--- config.mk ---
export PLATFORM = sky130hd
export DESIGN_NAME = radix_integer_to_digits_core_flat
export DESIGN_NICKNAME = d
export VERILOG_FILES = /design/src/hw/rtl/rid_pkg.sv /design/src/hw/rtl/rid_if.sv /design/src/hw/rtl/rid_dpath.sv /design/src/hw/rtl/rid_ctrl.sv /design/src/hw/rtl/radix_integer_to_digits_core.sv /design/src/flat_wrapper.sv
export SDC_FILE = /design/constraint.sdc
export NUM_CORES = 1
export LEC_CHECK = 0
export ABC_AREA = 1
export BUFFER_PORTS_ARGS = -buffer_cell sky130_fd_sc_hd__buf_2
export CAP_MARGIN = 30
export CORE_MARGIN = 2
export CORE_UTILIZATION = 40
export CTS_CLUSTER_SIZE = 8
export DETAILED_ROUTE_END_ITERATION = 10
export SYNTH_ARGS = -nofsm -noshare
export SYNTH_HDL_FRONTEND = slang
export SYNTH_SLANG_ARGS = --single-unit
--- constraint.sdc ---
create_clock -name clk -period 29 [get_ports clk]
set_clock_uncertainty 0.05 [all_clocks]
set_input_delay 5.8 -clock clk [delete_from_list [all_inputs] [get_ports clk]]
set_output_delay 5.8 -clock clk [all_outputs]
set_load 0.1 [all_outputs]
--- src/hw/rtl/rid_pkg.sv ---
`timescale 1ns / 1ps
// Package for the radix integer-to-digits core: widths, radix constants,
// controller states, command and status structs, digit character function.
// No dependencies.
package rid_pkg;

  localparam int VALUE_W       = 64;
  localparam int BASE_W        = 6;
  localparam int CHAR_W        = 7;
  localparam int DIGIT_W       = 6;
  localparam int DIGIT_STORE   = 64;
  localparam int MAX_DIGITS    = 64;
  localparam int DIGIT_CAP     = (MAX_DIGITS < 1) ? 1 :
                                 ((MAX_DIGITS > DIGIT_STORE) ? DIGIT_STORE : MAX_DIGITS);
  localparam int CNT_W         = $clog2(DIGIT_STORE + 1);
  localparam int IDX_W         = $clog2(DIGIT_STORE);
  localparam int BITS_PER_STEP = 8;
  localparam int STEPS         = VALUE_W / BITS_PER_STEP;
  localparam int STEP_W        = $clog2(STEPS);

  localparam logic [BASE_W-1:0] DEFAULT_RADIX = BASE_W'(10);
  localparam logic [BASE_W-1:0] LOWEST_RADIX  = BASE_W'(2);
  localparam logic [BASE_W-1:0] HIGHEST_RADIX = BASE_W'(36);

  localparam logic [CHAR_W-1:0] CHAR_ZERO = CHAR_W'(48);
  localparam logic [CHAR_W-1:0] CHAR_NINE = CHAR_W'(57);
  localparam logic [CHAR_W-1:0] CHAR_A    = CHAR_W'(97);
  localparam logic [CHAR_W-1:0] CHAR_Z    = CHAR_W'(122);

  typedef enum logic [2:0] {
    ST_IDLE,
    ST_DIVIDE,
    ST_STORE,
    ST_FETCH,
    ST_EMIT
  } rid_state_t;

  typedef struct packed {
    logic load;
    logic div_step;
    logic store;
    logic out_load;
  } rid_cmd_t;

  typedef struct packed {
    logic step_last;
    logic val_zero;
    logic count_at_cap;
    logic ptr_zero;
  } rid_sts_t;

  function automatic logic [CHAR_W-1:0] digit_to_char(input logic [DIGIT_W-1:0] d);
    logic [CHAR_W-1:0] c;
    if (d < DIGIT_W'(10)) begin
      c = CHAR_ZERO + CHAR_W'(d);
    end else begin
      c = CHAR_A + CHAR_W'(d) - CHAR_W'(10);
    end
    return c;
  endfunction

endpackage

--- src/hw/rtl/rid_if.sv ---
`timescale 1ns / 1ps
// Valid/ready channels of the radix integer-to-digits core: input words and
// digit words. Depends on rid_pkg.
interface rid_in_if;
  logic                          valid;
  logic                          ready;
  logic [rid_pkg::VALUE_W-1:0]   number;
  logic [rid_pkg::BASE_W-1:0]    base;

  modport source (output valid, output number, output base, input ready);
  modport sink   (input valid, input number, input base, output ready);
endinterface

interface rid_out_if;
  logic                          valid;
  logic                          ready;
  logic [rid_pkg::CHAR_W-1:0]    digit_char;
  logic                          last;

  modport source (output valid, output digit_char, output last, input ready);
  modport sink   (input valid, input digit_char, input last, output ready);
endinterface

--- src/hw/rtl/rid_dpath.sv ---
`timescale 1ns / 1ps
// Datapath: shifting divider (one byte of quotient a cycle), digit memory,
// emit pointer and output word register. Depends on rid_pkg.
module rid_dpath (
  input  logic                          clk,
  input  logic [rid_pkg::VALUE_W-1:0]   number,
  input  logic [rid_pkg::BASE_W-1:0]    base,
  input  rid_pkg::rid_cmd_t             cmd,
  output rid_pkg::rid_sts_t             sts,
  output logic [rid_pkg::CHAR_W-1:0]    digit_char,
  output logic                          last
);
  import rid_pkg::*;

  logic [VALUE_W-1:0]       val_r, val_nxt;
  logic [BASE_W-1:0]        radix_r, radix_nxt;
  logic [DIGIT_W-1:0]       rem_r, rem_nxt;
  logic [STEP_W-1:0]        step_r, step_nxt;
  logic [CNT_W-1:0]         count_r, count_nxt;
  logic [IDX_W-1:0]         ptr_r, ptr_nxt;
  logic [DIGIT_W-1:0]       rd_data_r;
  logic [CHAR_W-1:0]        char_r, char_nxt;
  logic                     last_r, last_nxt;
  logic [DIGIT_W-1:0]       dig_mem [DIGIT_STORE];

  logic [DIGIT_W-1:0]       div_rem;
  logic [BITS_PER_STEP-1:0] div_q;

  always_comb begin
    logic [DIGIT_W:0] trial;
    div_rem = rem_r;
    div_q   = '0;
    for (int i = 0; i < BITS_PER_STEP; i++) begin
      trial = {div_rem, val_r[VALUE_W-1-i]};
      if (trial >= {1'b0, radix_r}) begin
        div_rem                    = DIGIT_W'(trial - {1'b0, radix_r});
        div_q[BITS_PER_STEP-1-i]   = 1'b1;
      end else begin
        div_rem = trial[DIGIT_W-1:0];
      end
    end
  end

  always_comb begin
    val_nxt   = val_r;
    radix_nxt = radix_r;
    rem_nxt   = rem_r;
    step_nxt  = step_r;
    count_nxt = count_r;
    ptr_nxt   = ptr_r;
    char_nxt  = char_r;
    last_nxt  = last_r;
    if (cmd.load) begin
      val_nxt   = number;
      radix_nxt = (base < LOWEST_RADIX || base > HIGHEST_RADIX) ? DEFAULT_RADIX : base;
      rem_nxt   = '0;
      step_nxt  = '0;
      count_nxt = '0;
    end
    if (cmd.div_step) begin
      val_nxt  = {val_r[VALUE_W-BITS_PER_STEP-1:0], div_q};
      rem_nxt  = div_rem;
      step_nxt = step_r + STEP_W'(1);
    end
    if (cmd.store) begin
      rem_nxt   = '0;
      step_nxt  = '0;
      count_nxt = count_r + CNT_W'(1);
      ptr_nxt   = count_r[IDX_W-1:0];
    end
    if (cmd.out_load) begin
      char_nxt = digit_to_char(rd_data_r);
      last_nxt = (ptr_r == '0);
      ptr_nxt  = ptr_r - IDX_W'(1);
    end
  end

  always_ff @(posedge clk) begin
    val_r   <= val_nxt;
    radix_r <= radix_nxt;
    rem_r   <= rem_nxt;
    step_r  <= step_nxt;
    count_r <= count_nxt;
    ptr_r   <= ptr_nxt;
    char_r  <= char_nxt;
    last_r  <= last_nxt;
  end

  always_ff @(posedge clk) begin
    if (cmd.store) begin
      dig_mem[count_r[IDX_W-1:0]] <= rem_r;
    end
  end

  always_ff @(posedge clk) begin
    rd_data_r <= dig_mem[ptr_r];
  end

  assign sts.step_last    = (step_r == STEP_W'(STEPS - 1));
  assign sts.val_zero     = (val_r == '0);
  assign sts.count_at_cap = (count_r == CNT_W'(DIGIT_CAP - 1));
  assign sts.ptr_zero     = (ptr_r == '0);

  assign digit_char = char_r;
  assign last       = last_r;

endmodule

--- src/hw/rtl/rid_ctrl.sv ---
`timescale 1ns / 1ps
// Controller: sequences load, divide, store, fetch and emit, and owns the
// input ready and output valid. Depends on rid_pkg.
module rid_ctrl (
  input  logic              clk,
  input  logic              rst_n,
  input  logic              in_valid,
  output logic              in_ready,
  input  logic              out_ready,
  output logic              out_valid,
  input  rid_pkg::rid_sts_t sts,
  output rid_pkg::rid_cmd_t cmd
);
  import rid_pkg::*;

  rid_state_t state_r, state_nxt;
  logic       out_valid_r, out_valid_nxt;
  logic       emit_ok;

  assign emit_ok = !out_valid_r || out_ready;

  always_comb begin
    state_nxt = state_r;
    unique case (state_r)
      ST_IDLE: begin
        if (in_valid) state_nxt = ST_DIVIDE;
      end
      ST_DIVIDE: begin
        if (sts.step_last) state_nxt = ST_STORE;
      end
      ST_STORE: begin
        state_nxt = (sts.val_zero || sts.count_at_cap) ? ST_FETCH : ST_DIVIDE;
      end
      ST_FETCH: begin
        state_nxt = ST_EMIT;
      end
      ST_EMIT: begin
        if (emit_ok) state_nxt = sts.ptr_zero ? ST_IDLE : ST_FETCH;
      end
      default: state_nxt = ST_IDLE;
    endcase
  end

  always_comb begin
    cmd      = '0;
    in_ready = 1'b0;
    unique case (state_r)
      ST_IDLE: begin
        in_ready = 1'b1;
        cmd.load = in_valid;
      end
      ST_DIVIDE: cmd.div_step = 1'b1;
      ST_STORE:  cmd.store    = 1'b1;
      ST_FETCH:  cmd          = '0;
      ST_EMIT:   cmd.out_load = emit_ok;
      default:   cmd          = '0;
    endcase
  end

  always_comb begin
    out_valid_nxt = out_valid_r;
    if (cmd.out_load) begin
      out_valid_nxt = 1'b1;
    end else if (out_ready) begin
      out_valid_nxt = 1'b0;
    end
  end

  always_ff @(posedge clk) begin
    if (!rst_n) begin
      state_r     <= ST_IDLE;
      out_valid_r <= 1'b0;
    end else begin
      state_r     <= state_nxt;
      out_valid_r <= out_valid_nxt;
    end
  end

  assign out_valid = out_valid_r;

endmodule

--- src/hw/rtl/radix_integer_to_digits_core.sv ---
`timescale 1ns / 1ps
// Radix integer-to-digits core: top level joining controller and datapath.
// Depends on rid_pkg, rid_if, rid_ctrl, rid_dpath.
//
// Usage:
//   in_word carries a 64-bit unsigned number and a 6-bit base; a base
//   outside 2 to 36 is taken as 10. For each input word the core sends one
//   out_word per digit, lower-case ASCII, most significant first, with last
//   set on the final digit. Zero gives the single digit '0'. At most
//   MAX_DIGITS digits are sent; higher-order digits are dropped.
//   The core takes one word at a time. Each digit is found by divide steps
//   (one quotient byte per cycle) and a store step, then read from the digit
//   memory and registered in the output word register. in_word.ready is high
//   only between words; the next word is taken while the last digit still
//   waits in the output register.
//   Reset (rst_n low, synchronous) drops any word in progress and clears
//   out_word.valid. When the receiver stalls, the output word holds and
//   digit emission pauses; no digit is lost.
module radix_integer_to_digits_core (
  input  logic       clk,
  input  logic       rst_n,
  rid_in_if.sink     in_word,
  rid_out_if.source  out_word
);
  import rid_pkg::*;

  rid_cmd_t cmd;
  rid_sts_t sts;

  rid_ctrl u_ctrl (
    .clk       (clk),
    .rst_n     (rst_n),
    .in_valid  (in_word.valid),
    .in_ready  (in_word.ready),
    .out_ready (out_word.ready),
    .out_valid (out_word.valid),
    .sts       (sts),
    .cmd       (cmd)
  );

  rid_dpath u_dpath (
    .clk        (clk),
    .number     (in_word.number),
    .base       (in_word.base),
    .cmd        (cmd),
    .sts        (sts),
    .digit_char (out_word.digit_char),
    .last       (out_word.last)
  );

`ifndef SYNTH
  a_char_legal: assert property (@(posedge clk) disable iff (!rst_n)
    out_word.valid |->
      ((out_word.digit_char >= CHAR_ZERO && out_word.digit_char <= CHAR_NINE) ||
       (out_word.digit_char >= CHAR_A && out_word.digit_char <= CHAR_Z)))
    else $error("digit character out of range");

  a_no_accept_busy: assert property (@(posedge clk) disable iff (!rst_n)
    (cmd.div_step || cmd.store || cmd.out_load) |-> !in_word.ready)
    else $error("input accepted while a word is in progress");

  a_load_then_divide: assert property (@(posedge clk) disable iff (!rst_n)
    (in_word.valid && in_word.ready) |=> cmd.div_step)
    else $error("accepted word did not start dividing");
`endif

endmodule

--- src/flat_wrapper.sv ---
// flat-port wrapper written by rule: the top's interface ports become plain ports
module radix_integer_to_digits_core_flat import rid_pkg::*;
  (clk, rst_n, in_word_valid, in_word_number, in_word_base, in_word_ready, out_word_valid, out_word_digit_char, out_word_last, out_word_ready);
  rid_in_if in_word_i ();
  rid_out_if out_word_i ();
  input  logic clk;
  input  logic rst_n;
  input wire logic [$bits(in_word_i.valid)-1:0] in_word_valid;
  input wire logic [$bits(in_word_i.number)-1:0] in_word_number;
  input wire logic [$bits(in_word_i.base)-1:0] in_word_base;
  output wire logic [$bits(in_word_i.ready)-1:0] in_word_ready;
  output wire logic [$bits(out_word_i.valid)-1:0] out_word_valid;
  output wire logic [$bits(out_word_i.digit_char)-1:0] out_word_digit_char;
  output wire logic [$bits(out_word_i.last)-1:0] out_word_last;
  input wire logic [$bits(out_word_i.ready)-1:0] out_word_ready;
  assign in_word_i.valid = in_word_valid;
  assign in_word_i.number = in_word_number;
  assign in_word_i.base = in_word_base;
  assign in_word_ready = in_word_i.ready;
  assign out_word_valid = out_word_i.valid;
  assign out_word_digit_char = out_word_i.digit_char;
  assign out_word_last = out_word_i.last;
  assign out_word_i.ready = out_word_ready;
  radix_integer_to_digits_core u_core (.clk(clk), .rst_n(rst_n), .in_word(in_word_i), .out_word(out_word_i));
endmodule
==> results list, run 1 <==
* Crit path max-delay cell type: edfxtp_1
* Part of the Yosys area used for sequential elements: 0.6452
* Number of synthesized register bits: ~490
* Maximum number of pins on one net before global-route repair: 193
- Number of global-route vias before repair: between 15000 and 20000
- Maximum Capacitance Violations: 0
- Routed via count divided by cell count: approximately 5.4
* Die outline area: approximately 60000 sq um
- Routability congestion estimate: roughly 0.90
- Syn_nets: 2223
- Number of instances in the synthesized netlist: around 2100
- In the routed design, unresolved DRC markers number 0.
- In this design, the critical path's most frequently occurring cell is nand2_1.
- Worst EP required: a little under 30000 ps
- Initial antenna violation count: 3
* Yosys warning count: 0
- The tree is rooted in a clkbuf_16.
* Final Hold Violating Endpoints: 0
- Across every metal layer, demand over resource in global routing totals 0.1914.
- Insertion delay of the later-clocked pin in the worst-skew pair: about 610 ps
- After the first detailed-routing iteration, the DRC count stood at ~1400.
* Post-synth top flop: edfxtp_1
* Setup Viol. Count Final: 0
* Total iterations of the first detailed-routing run: 5
* Number of CTS-inserted buffers: 72
- The net count of the finished layout is approximately 2300.
- The core region is about 56000 sq um.
* Highest net fanout along the worst path: 12
- Mean area per synthesized cell: approximately 11 sq um
- The run finished with clean final reports.
- In this run the tool buffered the top-level ports with 83 buffer cells.
* Type of the worst setup path: register to register
* Routed wire per std cell: between 15 and 20 microns
- Synthesis-to-layout area growth: 14.36%
- Once detailed placement completed, the half-perimeter wirelength came to about 35000 microns.
- Slew margin rel.: 0.3045
- Across all layers, the routed design uses 15980 vias.
* Tmin final: roughly 15000 ps
- Global routing finished with a remaining overflow of 0.
* CP Capture Type: register
- Buffers inserted to repair hold after CTS numbered 0.
* Final worst-path cycle share: 0.5070
- Worst min-delay path class: register to register
- Worst Path Arrival: between 15000 and 20000 ps
- Number of antenna repair diodes: 0
* Io pins: 84
- Unique cell type count in the Yosys netlist: 45
- The die is ~240 microns wide.
- Clock tree from TritonCTS: yes
- The first global-routing pass estimated 87740 microns of wire.
- Total setup buffers inserted after CTS: 0
- Cell area after synthesis: around 23000 sq um
* Clock slew at reported path FFs: 50 ps
- Count of flip-flops with a built-in enable after synthesis: between 400 and 500
* Kind of start point of the critical path: register
- The number of pins exceeding their max-slew limit in the final report is 0.
- Initial core utilization: 0.4033
* Crit-path max cell delay: approximately 670 ps
- R2R setup slack: roughly 14000 ps
* Number of gates given a new drive strength after cts: 0
- The floorplan has between 80 and 90 rows.
- The floorplan step set the die height to about 240 microns.
- Setup repair after global routing left no endpoint under its margin.
* Maximum count of clock buffers along a single path: 3
- In the final layout, the share of cells above drive strength 1 is 0.1024.
- Final setup TNS: 0 ps
* Remaining antenna violation count after routing: 0
* Actual transition at the worst max-transition pin: about 1000 ps
- The routed design has roughly 57000 microns of wire.
- Async set-or-reset flop fraction in the synthesized netlist: 0
- The H-tree was split into 3 levels.
- The filler cells instantiated in the layout total 5192.
- For this run, the top clock speed supported by timing is 68.01 MHz.
- For this design, the sink count on the clock tree is approximately 490.
-- worst max-delay path, delay by kind of cell, from the launching register on --
family | cells | cell delay, ps
compound gates | 29 | 5760
fa+ha+maj | 8 | 2730
buf+inv | 11 | 1070
flops | 1 | 670
simple gates | 35 | 4140
-- sequential cells by signal, summed over array words and instances, names as in the netlist --
signal                     flops
u_core.u_dpath.dig_mem       384
u_core.u_dpath.val_r          64
u_core.u_dpath.count_r         7
u_core.u_dpath.digit_char      7
u_core.u_dpath.ptr_r           6
u_core.u_dpath.radix_r         6
u_core.u_dpath.rd_data_r       6
u_core.u_dpath.rem_r           6
u_core.u_ctrl.state_r          3
u_core.u_dpath.step_r          3
u_core.u_ctrl.out_valid        1
u_core.u_dpath.last            1
-- metal layers --
layer  GRT usage  up-vias  wire [microns]
met3     0.04431      123            3701
met2      0.3136      548           26720
met1      0.2503     7698           24610
met4     0.06609        6            1543
met5           0        -              41
li1            -     7605               -
-- area by class of cell --
cell class / count / area, sq um / area share
Clock buffer: 96 / 1923 / 0.07410
Clock inverter: 8 / 138.9 / 0.005351
Inverter: 125 / 473.0 / 0.01822
Multi-Input combinational cell: 1370 / 7216 / 0.2780
Sequential cell: 494 / 14650 / 0.5645
Tap cell: 756 / 945.9 / 0.03645
Timing Repair Buffer: 105 / 605.6 / 0.02333
-- cells in the final DEF, fill, tap and decap left out, types with 26 or more instances in the layout --
cell type / n
nand3_1: 61
a21oi_1: 51
o21ai_0: 238
buf_2: 83
nor2_1: 311
ha_1: 57
inv_1: 119
o22ai_1: 70
o221ai_1: 26
edfxtp_1: 475
nand2_1: 376
nand4_1: 31
clkbuf_16: 73
-- path summary, 6_finish.rpt --
kind | startpoint | endpoint | depth (start not counted)
worst min register to register | u_core.u_dpath.step_r[0] | u_core.u_dpath.step_r[0] | 1
worst max-delay path | u_core.u_dpath.radix_r[1] | u_core.u_dpath.val_r[0] | 83
worst min-delay path | u_core.u_dpath.step_r[0] | u_core.u_dpath.step_r[0] | 1
worst max register to register | u_core.u_dpath.radix_r[1] | u_core.u_dpath.val_r[0] | 83
-- metrics by stage --
stage | worst slack (ps) | instance area (sq um) | utilization | instances | hold WS (ps)
final | 14300 | 25950 | 0.4612 | 2954 | 416.6
after CTS | 14610 | 25950 | 0.4612 | 2954 | 421.6
after floorplan | 16250 | 22700 | - | 2084 | 383.0
after detailed placement | 14640 | 23890 | 0.4245 | 2850 | 411.1
after global routing | 12830 | 25950 | 0.4612 | 2954 | 443.6
after global placement | 15350 | 23870 | 0.4242 | 2849 | 394.2
-- cell usage after synthesis, drive strengths merged, types with 2 or more instances --
cell type  count  share of area
clkbuf        85          0.014
o31ai          2        0.00066
edfxtp       475           0.63
a31oi         11         0.0030
nor3           5         0.0011
nor3b          2        0.00066
xor2          21         0.0081
dfxtp         19          0.017
ha            57          0.031
a21oi         52          0.012
xnor2         16         0.0062
o22ai         70          0.019
nand3         71          0.020
a21o           2        0.00066
inv          124          0.021
a32o           5         0.0022
nor2         317          0.053
nand4         31         0.0085
o21a           5         0.0017
o221ai        26          0.010
buf           10         0.0023
fa             8         0.0071
o211ai        22         0.0073
nor4          14         0.0039
a211oi         3        0.00099
nand2        385          0.066
o21ai        240          0.053
-- cells by family (layout without fill, tap and decap cells) --
| kind of cell | after synthesis | count (layout) | share of synthesized area |
|---|---|---|---|
| fa+ha+maj | 65 | 65 | 0.03848 |
| simple gates | 826 | 826 | 0.1532 |
| flops | 494 | 494 | 0.6452 |
| compound gates | 442 | 442 | 0.1118 |
| xor+xnor | 37 | 37 | 0.01428 |
| buf+inv | 220 | 334 | 0.03705 |
Power of run 1 is not shown: default switching activity piles up to over one toggle a cycle in this logic, so the estimate is an artifact.
==> inputs of run 2 (changes only) <==
clock period = 11.8 ns   (was 29 ns; I/O delays follow)
==> results list, run 2 (synthesized netlist as in run 1, its figures left out) <==
- The run finished with clean final reports.
* Actual transition at the worst max-transition pin: about 900 ps
* Routed wire per std cell: 19.42 microns
* Tmin final: around 11000 ps
- The tool flagged a number of max-cap violations equal to 0.
- The detailed router placed between 15000 and 20000 vias in this run.
- In the final layout, the share of cells above drive strength 1 is 0.1630.
* Overall routing resource usage: 0.1976
- Most common cell type on the critical path: nand2_1
- Start point of the worst min-delay path: u_core.u_dpath.step_r[1]
- Along the worst hold path, the cell count comes to 2.
* Die outline area: slightly below 60000 sq um
- Timing analysis after detailed placement gives a worst setup slack of -527.8 ps.
* Worst Path Arrival: 11630 ps
- Buffers inserted to repair hold after CTS numbered 0.
- Total iterations of the first detailed-routing run: 7
* Highest-count cells in the layout ignoring fill and taps: 475 x edfxtp_1, 359 x nand2_1, 306 x nor2_1, 226 x o21ai_0, 111 x inv_1
- Maximum number of pins on one net before global-route repair: about 190
- Number of max-slew violations in the final report: 0
- Launch instance of the worst register-to-register path: u_core.u_dpath.radix_r[4]
- Routed via count divided by cell count: roughly 5.4
- Core Footprint: about 56000 sq um
* Root buffer cell: clkbuf_16
* Remaining antenna violation count after routing: 0
- Setup violations remaining at the end of the flow were counted as 0.
* Clock tree from TritonCTS: yes
* Crit path max-delay cell type: edfxtp_1
- Final worst-path cycle share: 0.9468
- Type of the worst setup path: register to register
- Number of global-route vias before repair: between 15000 and 20000
- Initial core utilization: 0.4033
- Endpoint of the worst register-to-register path: u_core.u_dpath.rem_r[4]
* Number of cells on the worst reg-to-reg path: 83
- Crit-path max cell delay: between 300 and 400 ps
* Die outline width: between 200 and 250 microns
- For the worst-skew pair, the clock arrives at the later sink with an insertion delay of between 500 and 600 ps.
- Io pins: 84
- In this run the register-to-register setup slack is approximately 630 ps.
- For this block, the initial DRC count from the detailed router was about 1400.
* Detailed-route wire length: roughly 59000 microns
* Detailed-route DRC error count: 0
* Wire length of the first global-routing pass: between 90000 and 100000 microns
- Slew margin rel.: 0.3946
- Hold-critical path endpoint: u_core.u_dpath.step_r[1]
- H-tree lvl count: 3
- Final nets: around 2400
* Synthesis-to-layout area growth: 18.76%
- Maximum count of clock buffers along a single path: 3
- Worst EP required: 12260 ps
- Most common library cell in the layout ignoring fill and taps: edfxtp_1
- Largest register FFs: about 380
- Number of sinks handled by clock tree synthesis: ~490
- Count of buffers from port buffering: a little over 80
- Height of the die: roughly 240 microns
- Final setup margin: between 600 and 700 ps
* Number of CTS-inserted buffers: 71
- Of all nets on the critical path, the largest fanout is 8.
- Kind of start point of the critical path: register
- Final Hold Violating Endpoints: 0
- Worst min-delay path class: register to register
- Placement row count: 87
- CP Capture Type: register
- Clock slew at reported path FFs: around 50 ps
* Routability congestion estimate: a little over 0.9
* Maximum clock frequency: between 80 and 90 MHz
- The number of antenna violations at the first check in global routing was 4.
- Global-route congestion overflow total: 0
- Once detailed placement completed, the half-perimeter wirelength came to between 30000 and 40000 microns.
==> run 2: changes by cell type in the layout (fill, tap and decap cells not counted), sizes merged <==
cell / delta
clkbuf: +3
nand3: +2
diode: +1
clkinv: -1
buf: +64
inv: -2
==> run 2: through the flow <==
| step | utilization | hold slack [ps] | TNS, ps | std cells | cell area (sq um) |
|---|---|---|---|---|---|
| after floorplan | - | 383.0 | 0 | 2084 | 22720 |
| after global placement | 0.4287 | 400.4 | -321.3 | 2880 | 24130 |
| after detailed placement | 0.4292 | 410.8 | -3577 | 2881 | 24150 |
| after CTS | 0.4662 | 418.2 | 0 | 2988 | 26240 |
| after global routing | 0.4789 | 435.7 | -1095 | 3020 | 26950 |
| final | 0.4789 | 415.9 | 0 | 3021 | 26950 |
==> run 2: repair_timing <==
| item | CTS | global route |
|---|---|---|
| gates resized for setup | 18 | 93 |
| cloned | 1 | 1 |
| buffers inserted | 2 | 31 |
| endpoints found under the hold margin | 0 | 0 |
| pin swaps | 3 | 38 |
| setup endpoints to repair | 7 | 7 |
==> run 2: routing by layer <==
layer / vias up / share of wire / GRT usage
met5: - / 0.00058 / 0
met4: 6 / 0.032 / 0.07262
met3: 141 / 0.065 / 0.03833
met2: 565 / 0.47 / 0.3133
met1: 7840 / 0.43 / 0.2707
li1: 7735 / - / -
==> run 2: how the worst max path moves through the flow <==
stage / endpoint / start / cells past startpoint / slack [ps]
floorplan: u_core.u_dpath.val_r[0] / u_core.u_dpath.radix_r[1] / 85 / 10
global placement: u_core.u_dpath.val_r[0] / u_core.u_dpath.radix_r[2] / 85 / -70
detailed placement: u_core.u_dpath.val_r[0] / u_core.u_dpath.radix_r[2] / 83 / -530
CTS: u_core.u_dpath.rem_r[4] / u_core.u_dpath.radix_r[2] / 85 / 10
global route: u_core.u_dpath.rem_r[3] / u_core.u_dpath.radix_r[5] / 82 / -180
finish: u_core.u_dpath.rem_r[4] / u_core.u_dpath.radix_r[4] / 83 / 630
==> run 2: worst max-delay path, delay by kind of cell, from the launching register on <==
kind	cells	cell delay, ps
and+or+nand+nor	35	3190
buffers and inverters	12	1130
adders and majority gates	8	1970
AOI/OAI and AO/OA	28	4360
DFF	1	370
==> run 2: area by class of cell <==
| class | count | area (sq um) |
|---|---|---|
| Antenna cell | 1 | 2.502 |
| Clock buffer | 99 | 1913 |
| Clock inverter | 5 | 91.34 |
| Fill cell | 5046 | 29320 |
| Inverter | 125 | 473.0 |
| Multi-Input combinational cell | 1372 | 7771 |
| Sequential cell | 494 | 14660 |
| Tap cell | 756 | 945.9 |
| Timing Repair Buffer | 169 | 1097 |
Power of run 2 is left out for the same reason.
==> inputs of run 3 (changes only) <==
ABC_AREA = 0   (was 1)
==> results list, run 3 <==
- Die outline width: roughly 240 microns
* Initial core utilization: 0.4066
* Number of DRC markers after the initial detailed-route iteration: roughly 1000
* Layout cell share with drive strength beyond 1: 0.3455
* Routability congestion estimate: between 0.8 and 0.9
- The commonest cells after synthesis are 475 x edfxtp_1, 231 x nand2_1, 126 x mux4_2, 98 x nor2_1, 57 x ha_1.
- In this run the vertical extent of the chip is 241.3 microns.
- Biggest area contributors in the synthesized netlist: edfxtp_1 63%, mux4_2 13%, nand2_1 3.8%
* Maximum number of pins on one net before global-route repair: just over 80
- Slew margin rel.: 0.4531
- The die covers slightly below 60000 sq um.
- Final nets: ~1900
* Part of the Yosys area used for sequential elements: 0.6499
- Number of max-slew violations in the final report: 0
- The tool flagged a number of max-cap violations equal to 0.
- The number of global-route vias before repair was roughly 14000.
- The H-tree was split into 3 levels.
- Highest-count cells in the layout ignoring fill and taps: 475 x edfxtp_1, 228 x nand2_1, 227 x buf_4, 126 x mux4_2, 96 x nor2_1
- In this design, the largest share of critical-path delay is due to compound AO/OA/AOI/OAI gates.
- Summed over all nets, the half-perimeter wirelength after detailed placement is around 35000 microns.
- The min-delay analysis places its worst path in the category register to register.
- In the global route stage, overall resource usage came out at 0.1904.
- The largest single stage delay on the critical path is around 340 ps.
- The critical path crosses 80 cells after its start point.
* Insertion delay of the later-clocked pin in the worst-skew pair: ~590 ps
* Mean area per synthesized cell: 15.34 sq um
- Top-area cell type share of the netlist area: 0.6330
- The area growth from synthesis to layout is 24.29%.
- Number of antenna repair diodes: 0
* Routed wire per std cell: 20.83 microns
* Worst Path Arrival: between 10000 and 15000 ps
* Placed instance area: 25440 sq um
* Highest net fanout along the worst path: 7
- Counting flops with a built-in enable in the synthesized netlist gives about 480.
- Detailed-route DRC error count: 0
- The largest total area in the synthesized netlist belongs to edfxtp_1.
- Violations in the final reports: setup timing
- STA classifies the critical path endpoint as a register.
- Type of the worst setup path: register to register
- Final setup margin: -2263 ps
- Syn_nets: ~1600
* Clock tree from TritonCTS: yes
* Post-synth top flop: edfxtp_1
* Async set-or-reset flop fraction in the synthesized netlist: 0
* Unique cell type count in the Yosys netlist: 74
- Worst EP required: roughly 12000 ps
- Fill cells in the final layout number approximately 4600.
* Crit path max-delay cell type: o221ai_4
- Yosys warning count: 0
* Post-CTS Hold Fix Bufs: 0
* Final Hold Violating Endpoints: 0
- Final setup TNS: -16270 ps
* Total via count after detailed routing: between 10000 and 15000
- On the final layout, the worst hold slack is 426.8 ps.
- Synthesis produced about 1500 cells.
- After synthesis the cells add up to around 23000 sq um.
- The library cell used most frequently in the layout, excluding fill and tap cells, is edfxtp_1.
* Detailed-route wire length: 53740 microns
* Core Footprint: 55420 sq um
* Final worst-path cycle share: 1.192
- Actual transition at the worst max-transition pin: 820.3 ps
- Number of sinks handled by clock tree synthesis: slightly below 500
- Critical path buffer and inverter count: 10
- After clock tree synthesis, the clock-pin slew on the worst setup and hold paths is about 60 ps.
- Initial antenna violation count: 2
- Remaining antenna violation count after routing: 0
- Maximum clock frequency: between 70 and 80 MHz
* Root buffer cell: clkbuf_16
* Io pins: 84
- Measured in cells, the most critical reg-to-reg path has a length of 80.
- Total iterations of the first detailed-routing run: 6
- By instance count, the leading cell after synthesis is edfxtp_1.
- Number of synthesized register bits: slightly below 500
- The longest clock path from root to sink contains 3 buffers.
- The number of clock buffers added by TritonCTS is just over 70.
* Wire length of the first global-routing pass: approximately 83000 microns
* Count of buffers from port buffering: 83
- STA classifies the critical path startpoint as a register.
- After routing the design area is between 20000 and 30000 sq um.
- The total overflow left after global routing is 0.
- The worst hold path was traced through 2 stages.
- The run finished, with violations left.
- Placement row count: 86
- Dividing the detail-routed via count by the number of cells gives approximately 5.3.
* Largest register FFs: 384
- Setup violations remaining at the end of the flow were counted as 8.
- After layout, the minimum clock period comes to between 10000 and 15000 ps.
- Unrepaired setup endpoints after global routing: yes
[run 3: changes by cell type after synthesis, moves of 41 or more]
cell,previous run,this run
nor2_1,311,98
o21ai_0,238,41
nand2_1,376,231
mux4_2,0,126
inv_1,123,50
o22ai_1,70,2
nand3_1,62,16
clkbuf_1,85,44
[run 3: layout make-up]
class | count | area (sq um) | area share
inverters | 50 | 192.7 | 0.006880
clock buffers | 102 | 1924 | 0.06871
well taps | 748 | 935.9 | 0.03342
multi-input cells | 864 | 7996 | 0.2855
clock inverters | 6 | 82.58 | 0.002949
flip-flops and latches | 494 | 14660 | 0.5235
repair buffers | 316 | 2213 | 0.07903
[run 3: metal layers]
layer	part of all wire	wire, microns	GRT usage
met5	0.00050	27	0
met4	0.029	1549	0.06715
met3	0.055	2954	0.03646
met2	0.48	25860	0.3063
met1	0.43	23340	0.2599
[run 3: final timing paths]
path,startpoint,endpoint,slack (ps)
setup / recovery,u_core.u_dpath.radix_r[4],u_core.u_dpath.rem_r[0],-2260
hold / removal,u_core.u_dpath.step_r[1],u_core.u_dpath.step_r[1],430
setup reg to reg,u_core.u_dpath.radix_r[4],u_core.u_dpath.rem_r[0],-2260
hold reg to reg,u_core.u_dpath.step_r[1],u_core.u_dpath.step_r[1],430
[run 3: worst register-to-register path: cells and delay by family (launching register included)]
| kind | cells | cell delay, ps |
|---|---|---|
| AOI/OAI and AO/OA | 37 | 6400 |
| adders and majority gates | 8 | 1810 |
| buffers and inverters | 10 | 1060 |
| DFF | 1 | 330 |
| muxes | 7 | 2050 |
| and+or+nand+nor | 18 | 2250 |
[run 3: logic make-up (layout without fill, tap and decap cells)]
family	count (synthesis)	after routing	share of synthesized area
multiplexers	155	155	0.1395
adder cells (fa/ha/maj)	65	65	0.03876
AND/OR/NAND/NOR	449	449	0.08885
flip-flops	494	494	0.6499
XOR/XNOR	35	35	0.01360
AO/OA/AOI/OAI	160	160	0.05086
buffers and inverters	111	474	0.01855
[run 3: per-stage QoR]
step	utilization	cells	setup WS [ps]
floorplan	-	1469	-3089
finish	0.5054	2580	-2263
CTS	0.5013	2568	-2149
detailed placement	0.4591	2425	-2310
global route	0.5054	2580	-2949
global placement	0.4591	2425	-1783
[run 3: what timing repair did]
action | in CTS | in global routing
endpoints found under the setup margin | 8 | 8
setup buffers | 35 | 13
pin swaps | 18 | 16
gates resized for setup | 22 | 26
Power of run 3 is left out for the same reason.
